--- src/rtl/core/tlpw_pkg.sv ---
// shared types and constants for the traffic light with pedestrian walk core
package tlpw_pkg;

    localparam int unsigned DigitW = 4;
    localparam int unsigned CfgIdxW = 2;

    typedef enum logic [1:0] {
        PH_RED    = 2'd0,
        PH_YELLOW = 2'd1,
        PH_GREEN  = 2'd2
    } t_phase;

    // configuration register indexes
    localparam logic [CfgIdxW-1:0] CFG_RED_START    = 2'd0;
    localparam logic [CfgIdxW-1:0] CFG_YELLOW_START = 2'd1;
    localparam logic [CfgIdxW-1:0] CFG_GREEN_START  = 2'd2;
    localparam logic [CfgIdxW-1:0] CFG_WALK_START   = 2'd3;

    // clamp bounds and reset values of the start registers
    localparam logic [DigitW-1:0] RED_MIN    = 4'd1;
    localparam logic [DigitW-1:0] YELLOW_MIN = 4'd1;
    localparam logic [DigitW-1:0] GREEN_MIN  = 4'd2;
    localparam logic [DigitW-1:0] WALK_MIN   = 4'd0;
    localparam logic [DigitW-1:0] DIGIT_MAX  = 4'd9;

    localparam logic [DigitW-1:0] RED_RST    = 4'd9;
    localparam logic [DigitW-1:0] YELLOW_RST = 4'd5;
    localparam logic [DigitW-1:0] GREEN_RST  = 4'd9;
    localparam logic [DigitW-1:0] WALK_RST   = 4'd5;

    localparam logic OP_TICK   = 1'b0;
    localparam logic OP_BUTTON = 1'b1;

    typedef struct packed {
        logic [DigitW-1:0] red_start;
        logic [DigitW-1:0] yellow_start;
        logic [DigitW-1:0] green_start;
        logic [DigitW-1:0] walk_start;
    } t_cfg;

    typedef struct packed {
        t_phase            phase;
        logic [DigitW-1:0] phase_count;
        logic              walk_active;
        logic [DigitW-1:0] walk_count;
        logic              lamp_r;
        logic              lamp_y;
        logic              lamp_g;
        logic              advert_on;
    } t_state;

    typedef struct packed {
        logic              display_valid;
        logic [DigitW-1:0] display_digit;
        logic              red_lamp;
        logic              yellow_lamp;
        logic              green_lamp;
        logic              advert_enable;
    } t_result;

endpackage

--- src/rtl/core/tlpw_step.sv ---
// next-state and result logic for one word of the light controller
module tlpw_step (
    input  tlpw_pkg::t_state  i_state,
    input  tlpw_pkg::t_cfg    i_cfg,
    input  logic              i_op,
    input  logic              i_button_pressed,
    output tlpw_pkg::t_state  o_state,
    output tlpw_pkg::t_result o_result
);

    // count the phase down after a digit was shown, switch phase at its end
    function automatic tlpw_pkg::t_state phase_advance(tlpw_pkg::t_state s,
                                                       tlpw_pkg::t_cfg c);
        tlpw_pkg::t_state r;
        r = s;
        case (s.phase)
            tlpw_pkg::PH_RED: begin
                if (s.phase_count == '0) begin
                    r.phase       = tlpw_pkg::PH_YELLOW;
                    r.phase_count = c.yellow_start;
                end else begin
                    r.phase_count = s.phase_count - 4'd1;
                end
            end
            tlpw_pkg::PH_YELLOW: begin
                if (s.phase_count == '0) begin
                    r.phase       = tlpw_pkg::PH_GREEN;
                    r.phase_count = c.green_start;
                end else begin
                    r.phase_count = s.phase_count - 4'd1;
                end
            end
            default: begin
                if (s.phase_count <= 4'd1) begin
                    r.phase       = tlpw_pkg::PH_RED;
                    r.phase_count = c.red_start;
                end else begin
                    r.phase_count = s.phase_count - 4'd1;
                end
            end
        endcase
        return r;
    endfunction

    tlpw_pkg::t_state  s;
    logic [3:0]        digit;
    logic              shown;

    always_comb begin
        s     = i_state;
        digit = '0;
        shown = 1'b0;
        if (i_op == tlpw_pkg::OP_TICK) begin
            shown = 1'b1;
            if (i_state.walk_active) begin
                if (i_state.walk_count == '0) begin
                    // walk over: restore paused lamp, then run the phase tick
                    s.walk_active = 1'b0;
                    s.lamp_g      = 1'b0;
                    if (i_state.phase == tlpw_pkg::PH_RED) begin
                        s.advert_on = 1'b1;
                        s.lamp_r    = 1'b1;
                    end else begin
                        s.lamp_y = 1'b1;
                    end
                    digit = i_state.phase_count;
                    s     = phase_advance(s, i_cfg);
                end else begin
                    digit        = i_state.walk_count;
                    s.walk_count = i_state.walk_count - 4'd1;
                end
            end else begin
                case (i_state.phase)
                    tlpw_pkg::PH_RED: begin
                        if (i_state.phase_count == i_cfg.red_start) begin
                            s.advert_on = 1'b1;
                            s.lamp_g    = 1'b0;
                            s.lamp_r    = 1'b1;
                        end
                    end
                    tlpw_pkg::PH_YELLOW: begin
                        if (i_state.phase_count == i_cfg.yellow_start) begin
                            s.advert_on = 1'b0;
                            s.lamp_r    = 1'b0;
                            s.lamp_y    = 1'b1;
                        end
                    end
                    default: begin
                        if (i_state.phase_count == i_cfg.green_start) begin
                            s.lamp_y = 1'b0;
                            s.lamp_g = 1'b1;
                        end
                    end
                endcase
                digit = i_state.phase_count;
                s     = phase_advance(s, i_cfg);
            end
        end else begin
            if (i_button_pressed && !i_state.walk_active &&
                (i_state.phase == tlpw_pkg::PH_RED ||
                 i_state.phase == tlpw_pkg::PH_YELLOW)) begin
                s.walk_active = 1'b1;
                s.walk_count  = i_cfg.walk_start;
                if (i_state.phase == tlpw_pkg::PH_RED) begin
                    s.advert_on = 1'b0;
                    s.lamp_r    = 1'b0;
                end else begin
                    s.lamp_y = 1'b0;
                end
                s.lamp_g = 1'b1;
            end
        end
    end

    assign o_state                  = s;
    assign o_result.display_valid   = shown;
    assign o_result.display_digit   = digit;
    assign o_result.red_lamp        = s.lamp_r;
    assign o_result.yellow_lamp     = s.lamp_y;
    assign o_result.green_lamp      = s.lamp_g;
    assign o_result.advert_enable   = s.advert_on;

endmodule

--- src/rtl/core/traffic_light_with_pedestrian_walk_core.sv ---
// top level of the traffic light controller with pedestrian walk request
//
//  channel   signals                                     direction
//  -------   -----------------------------------------   ---------
//  input     i_valid / o_ready, i_op, i_button_pressed   in
//  output    o_valid / i_ready, o_display_*, o_*_lamp,   out
//            o_advert_enable
//  config    i_cfg_we, i_cfg_addr, i_cfg_data            in
//
//  one word per cycle while o_ready is high: the state registers feed a single
//  combinational step, its result is registered in the output register, or in the skid while that is held
//  reset (synchronous, i_rst_n low) restores start values 9/5/9/5, phase red
//  at count 9, no walk, lamps and advert off, output buffer empty
//  a two-entry output buffer (output register plus skid) keeps o_ready high
//  while one result waits; o_ready drops only when both entries are full
module traffic_light_with_pedestrian_walk_core (
    input  logic       i_clk,
    input  logic       i_rst_n,
    // input word channel
    input  logic       i_valid,
    output logic       o_ready,
    input  logic       i_op,
    input  logic       i_button_pressed,
    // result word channel
    output logic       o_valid,
    input  logic       i_ready,
    output logic       o_display_valid,
    output logic [3:0] o_display_digit,
    output logic       o_red_lamp,
    output logic       o_yellow_lamp,
    output logic       o_green_lamp,
    output logic       o_advert_enable,
    // configuration write port
    input  logic       i_cfg_we,
    input  logic [1:0] i_cfg_addr,
    input  logic [3:0] i_cfg_data
);

    // start registers, controller state, output buffer
    tlpw_pkg::t_cfg    r_cfg;
    tlpw_pkg::t_state  r_state;
    tlpw_pkg::t_state  n_state;
    tlpw_pkg::t_result n_result;
    tlpw_pkg::t_result r_out;
    tlpw_pkg::t_result r_skid;
    logic              r_out_valid;
    logic              r_skid_valid;

    logic in_fire;
    logic out_free;

    assign o_ready  = !r_skid_valid;
    assign in_fire  = i_valid && o_ready;
    // output register can load this cycle: empty or being taken
    assign out_free = !r_out_valid || i_ready;

    // clamp a written value into the register's legal range
    function automatic logic [3:0] clamp(logic [3:0] v, logic [3:0] lo);
        logic [3:0] r;
        r = v;
        if (v < lo) begin
            r = lo;
        end else if (v > tlpw_pkg::DIGIT_MAX) begin
            r = tlpw_pkg::DIGIT_MAX;
        end
        return r;
    endfunction

    // configuration registers; the user must write them only while idle, the block does not enforce it
    always_ff @(posedge i_clk) begin
        if (!i_rst_n) begin
            r_cfg.red_start    <= tlpw_pkg::RED_RST;
            r_cfg.yellow_start <= tlpw_pkg::YELLOW_RST;
            r_cfg.green_start  <= tlpw_pkg::GREEN_RST;
            r_cfg.walk_start   <= tlpw_pkg::WALK_RST;
        end else if (i_cfg_we) begin
            case (i_cfg_addr)
                tlpw_pkg::CFG_RED_START:
                    r_cfg.red_start <= clamp(i_cfg_data, tlpw_pkg::RED_MIN);
                tlpw_pkg::CFG_YELLOW_START:
                    r_cfg.yellow_start <= clamp(i_cfg_data, tlpw_pkg::YELLOW_MIN);
                tlpw_pkg::CFG_GREEN_START:
                    r_cfg.green_start <= clamp(i_cfg_data, tlpw_pkg::GREEN_MIN);
                tlpw_pkg::CFG_WALK_START:
                    r_cfg.walk_start <= clamp(i_cfg_data, tlpw_pkg::WALK_MIN);
                default: begin
                end
            endcase
        end
    end

    // one step of the controller per accepted word
    tlpw_step u_step (
        .i_state          (r_state),
        .i_cfg            (r_cfg),
        .i_op             (i_op),
        .i_button_pressed (i_button_pressed),
        .o_state          (n_state),
        .o_result         (n_result)
    );

    always_ff @(posedge i_clk) begin
        if (!i_rst_n) begin
            r_state.phase       <= tlpw_pkg::PH_RED;
            r_state.phase_count <= tlpw_pkg::RED_RST;
            r_state.walk_active <= 1'b0;
            r_state.walk_count  <= '0;
            r_state.lamp_r      <= 1'b0;
            r_state.lamp_y      <= 1'b0;
            r_state.lamp_g      <= 1'b0;
            r_state.advert_on   <= 1'b0;
        end else if (in_fire) begin
            r_state <= n_state;
        end
    end

    // output buffer control: skid drains first, new word never bypasses it
    always_ff @(posedge i_clk) begin
        if (!i_rst_n) begin
            r_out_valid  <= 1'b0;
            r_skid_valid <= 1'b0;
        end else if (out_free) begin
            if (r_skid_valid) begin
                r_out_valid  <= 1'b1;
                r_skid_valid <= 1'b0;
            end else begin
                r_out_valid <= in_fire;
            end
        end else if (in_fire) begin
            r_skid_valid <= 1'b1;
        end
    end

    // output buffer payload, no reset needed
    always_ff @(posedge i_clk) begin
        if (out_free) begin
            if (r_skid_valid) begin
                r_out <= r_skid;
            end else if (in_fire) begin
                r_out <= n_result;
            end
        end else if (in_fire) begin
            r_skid <= n_result;
        end
    end

    assign o_valid         = r_out_valid;
    assign o_display_valid = r_out.display_valid;
    assign o_display_digit = r_out.display_digit;
    assign o_red_lamp      = r_out.red_lamp;
    assign o_yellow_lamp   = r_out.yellow_lamp;
    assign o_green_lamp    = r_out.green_lamp;
    assign o_advert_enable = r_out.advert_enable;

endmodule

--- config.mk ---
export PLATFORM = sky130hd
export DESIGN_NAME = traffic_light_with_pedestrian_walk_core
export DESIGN_NICKNAME = d
export VERILOG_FILES = /design/src/rtl/core/tlpw_pkg.sv /design/src/rtl/core/tlpw_step.sv /design/src/rtl/core/traffic_light_with_pedestrian_walk_core.sv
export SDC_FILE = /design/constraint.sdc
export NUM_CORES = 1
export LEC_CHECK = 0
export BUFFER_PORTS_ARGS = -buffer_cell sky130_fd_sc_hd__buf_4
export CORE_UTILIZATION = 59
export CTS_CLUSTER_SIZE = 14
export DETAILED_ROUTE_END_ITERATION = 10
export HOLD_SLACK_MARGIN = 0.05
export MAX_ROUTING_LAYER = met4
export PLACE_DENSITY = 0.82
export RECOVER_POWER = 50
export SLEW_MARGIN = 0
export SYNTH_ARGS = -nofsm -noshare
export SYNTH_HDL_FRONTEND = slang
export SYNTH_SLANG_ARGS = --single-unit
--- constraint.sdc ---
create_clock -name i_clk -period 2.52 [get_ports i_clk]
set_clock_uncertainty 0.2 [all_clocks]
set_input_delay 0 -clock i_clk [delete_from_list [all_inputs] [get_ports i_clk]]
set_output_delay 0 -clock i_clk [all_outputs]
set_load 0.005 [all_outputs]
==> results.rst <==
.. list-table::
   :header-rows: 1

   * - Metric
     - Value
   * - Largest fanout of any net on the critical path
     - 10
   * - H-tree depth
     - 2
   * - RD Place Congestion
     - just under 0.9
   * - All-layer global routing usage
     - 0.285
   * - Total standard cell area after synthesis
     - 0.00269 mm2
   * - Via count of the routed design
     - ~2400
   * - Crit path to
     - r_state[11]$_SDFFE_PN0P_
   * - Transition time at the pin with the least slew margin
     - roughly 0.63 ns
   * - Post-route insts no fill
     - 384
   * - RSZ-0062 raised after global routing
     - false
   * - Data required time of the worst path
     - 2.49 ns
   * - Number of vias per cell
     - 6.19
   * - Ratio of cells with drive above 1 in the final layout
     - 0.163
   * - Startpoint types
     - flip-flop
   * - Worst setup path category
     - reg -> reg
   * - Setup TNS
     - 0 ns
   * - Core Area
     - 0.00438 mm2
   * - Number of synthesis warnings
     - 0
   * - Number of antenna violations at the first check in global routing
     - 0
   * - Placed Area
     - 0.00293 mm2
   * - Area share of the largest cell type after synthesis
     - 0.245
   * - Core occupancy in the finished layout
     - 0.747
   * - CP Data Arrival Time
     - 2.44 ns
   * - Starting density of the core
     - 0.614
   * - Antenna violation net count after detailed routing
     - 0
   * - Total of endpoints with negative setup slack in the final report
     - 0
   * - Clock root buffer
     - sky130_fd_sc_hd__clkbuf_8
   * - Final period utilization
     - 0.980
   * - Die Span X
     - ~70 um
   * - Total instance count after detailed placement
     - around 350
   * - DIE HEIGHT
     - between 60 and 70 um
   * - Final nets
     - 348
   * - Synthesized netlist cell count
     - between 200 and 300
   * - Setup slack of the worst register-to-register path
     - a little over 0.05 ns
   * - Number of sinks handled by clock tree synthesis
     - 51
   * - Achievable Freq
     - 405 MHz
   * - Most frequent cells after synthesis
     - sky130_fd_sc_hd__dfxtp_1 (33), sky130_fd_sc_hd__nand2_1 (26), sky130_fd_sc_hd__nor2_1 (26), sky130_fd_sc_hd__a21oi_1 (18), sky130_fd_sc_hd__edfxtp_1 (18)
   * - Minimum clock period
     - 2.47 ns
   * - Maximum ir drop on the vdd rail
     - approximately 420 uV
   * - Destination of the worst register-to-register timing path
     - r_state[11]$_SDFFE_PN0P_
   * - Number of cells on the worst reg-to-reg path
     - 7
   * - Start of the worst register-to-register path
     - r_state[9]$_SDFFE_PN1P_
   * - Iteration-0 DRC Markers
     - 173
   * - Share of async-settable or async-resettable flops after synthesis
     - 0
   * - Clk_lat worst skew
     - between 0.3 and 0.4 ns
   * - Design Area, Final
     - 0.00328 mm2
   * - Global-route wire length before repair
     - 10500 um
   * - Final wirelength
     - approximately 6400 um
   * - Most numerous cell in the Yosys netlist
     - sky130_fd_sc_hd__dfxtp_1
   * - Category of the worst setup path capture point
     - flip-flop
   * - Pre-Repair DR Iteration Count
     - 6
   * - Path class of the lowest-slack min-delay path
     - in -> reg
   * - Leading cell types by total area after synthesis
     - sky130_fd_sc_hd__dfxtp_1 (25%), sky130_fd_sc_hd__edfxtp_1 (20%), sky130_fd_sc_hd__mux2i_1 (4.1%)
   * - Number of buffers inserted during clock tree synthesis
     - 5
   * - Count of inserted antenna diode cells
     - 0
   * - Row cnt
     - 24
   * - I/O pin total
     - 24
   * - Synth cell types
     - 57
   * - Via count of the first global-routing pass
     - about 2400
   * - Detailed-placement wirelength estimate
     - 4240 um
   * - Post-Syn Nets
     - 301
   * - Ys flop type
     - sky130_fd_sc_hd__dfxtp_1
   * - Number of buffers on the longest clock path
     - 2
   * - Number of synthesized register bits
     - 51
   * - Maximum number of pins on one net before global-route repair
     - 17
   * - DRC violations left
     - 0
   * - Number of flops mapped to enable cells by yosys
     - 18
   * - Max-cap viol count
     - 0
   * - Worst slew margin relative to its limit
     - 0.568
   * - Power density normalized to cell area
     - 559 mW/mm2
   * - Static leakage
     - 1.27 nW
   * - Mapped Avg Cell Area
     - 9.48 um2
   * - Per-cell routed wire length
     - 16.8 um
   * - Remaining Overflow, GRT
     - 0
   * - Critical path startpoint
     - r_state[9]$_SDFFE_PN1P_
   * - Sequential cell area fraction in the yosys report
     - 0.446
   * - Count of endpoints failing hold in the final timing report
     - 0
   * - Slew Limit Fails
     - 0
   * - Number of I/O port buffers
     - 23
   * - TritonCTS clock tree
     - done
   * - Total die area
     - 0.00484 mm2
   * - Largest area contributor in the netlist
     - sky130_fd_sc_hd__dfxtp_1
   * - Outcome
     - finished clean
   * - Relative area change from synthesis to final layout
     - 21.7%
   * - Hold slack final
     - 0.118 ns
   * - Clk slew on worst S/H paths
     - 0.09 ns
-- stage by stage --
step | power, W | setup WS [ns]
floorplan | 0.00115 | 0.211
global placement | 0.00123 | 0.135
detailed placement | 0.00124 | 0.0759
CTS | 0.00182 | 0.0186
global route | 0.00190 | 0.0224
finish | 0.00183 | 0.0508
-- layer usage --
metal / GRT usage / part of all wire / vias to the layer above
met5: - / 0 / -
met4: 0.152 / 0.034 / 0
met3: 0.0465 / 0.059 / 22
met2: 0.503 / 0.51 / 104
met1: 0.304 / 0.40 / 1123
li1: - / - / 1129
-- critical path, cell delays in order, from the launching register on --
cell and delay (ns):
sky130_fd_sc_hd__dfxtp_1 0.59, sky130_fd_sc_hd__inv_1 0.13, sky130_fd_sc_hd__ha_1 0.26, sky130_fd_sc_hd__or3b_1 0.29, sky130_fd_sc_hd__or2_2 0.15, sky130_fd_sc_hd__a21oi_1 0.05, sky130_fd_sc_hd__a2111oi_0 0.54, sky130_fd_sc_hd__nor3_1 0.12
-- what timing repair did --
action                                 in CTS  in global routing
hold buffers                               24                  0
setup endpoints to repair                   0                  2
setup buffers                               0                  1
resized for setup                           0                  5
endpoints found under the hold margin      35                  0
-- registers in the layout, summed over array words and instances, names as in the netlist --
| register | count |
|---|---|
| r_skid | 9 |
| o_red_lamp | 1 |
| r_cfg | 16 |
| o_display_valid | 1 |
| o_display_digit | 4 |
| o_yellow_lamp | 1 |
| r_state | 15 |
| o_green_lamp | 1 |
| r_skid_valid | 1 |
| o_valid | 1 |
| o_advert_enable | 1 |
-- power breakdown --
group	switching [W]	total, W	internal, W	leakage, nW
registers	0.0000366	0.000937	0.000901	0.443
clock network	0.000277	0.000573	0.000296	0.0581
logic	0.000163	0.000321	0.000158	0.767
total	0.000477	0.00183	0.00135	1.27
-- layout by cell type (no fill, tap or decap), types with 11 or more instances in the layout --
cell type	count
sky130_fd_sc_hd__edfxtp_1	18
sky130_fd_sc_hd__dfxtp_1	33
sky130_fd_sc_hd__nor2_1	26
sky130_fd_sc_hd__a21oi_1	18
sky130_fd_sc_hd__nor3_1	12
sky130_fd_sc_hd__mux2i_1	11
sky130_fd_sc_hd__nand2_1	26
sky130_fd_sc_hd__dlygate4sd3_1	23
sky130_fd_sc_hd__buf_4	20
sky130_fd_sc_hd__xor2_1	12
-- how the worst min path moves through the flow --
stage | to | start | cells past startpoint
2_1_floorplan | r_state[13]$_SDFFE_PN0P_ | i_rst_n | 2
3_3_place_gp | r_cfg[7]$_SDFFE_PN1P_ | i_rst_n | 2
3_5_place_dp | r_cfg[7]$_SDFFE_PN1P_ | i_rst_n | 2
4_1_cts | r_cfg[6]$_SDFFE_PN0P_ | i_cfg_addr[1] | 4
5_1_grt | r_cfg[6]$_SDFFE_PN0P_ | i_cfg_addr[0] | 4
6_report | r_cfg[6]$_SDFFE_PN0P_ | i_cfg_addr[0] | 4
-- area by class of cell --
| type | instances | area (um2) |
|---|---|---|
| Fill cell | 292 | 1110 |
| Clock inverter | 3 | 43.8 |
| Clock buffer | 5 | 68.8 |
| Timing Repair Buffer | 58 | 483 |
| Sequential cell | 51 | 1200 |
| Tap cell | 52 | 65.1 |
| Inverter | 10 | 37.5 |
| Multi-Input combinational cell | 205 | 1380 |
-- cells by family after synthesis --
group,synth area share
compound gates,0.184
xor+xnor,0.0423
fa+ha+maj,0.0186
buf+inv,0.0432
flops,0.446
mux,0.0674
simple gates,0.199
No activity file was read; power rests on OpenSTA's default activity.
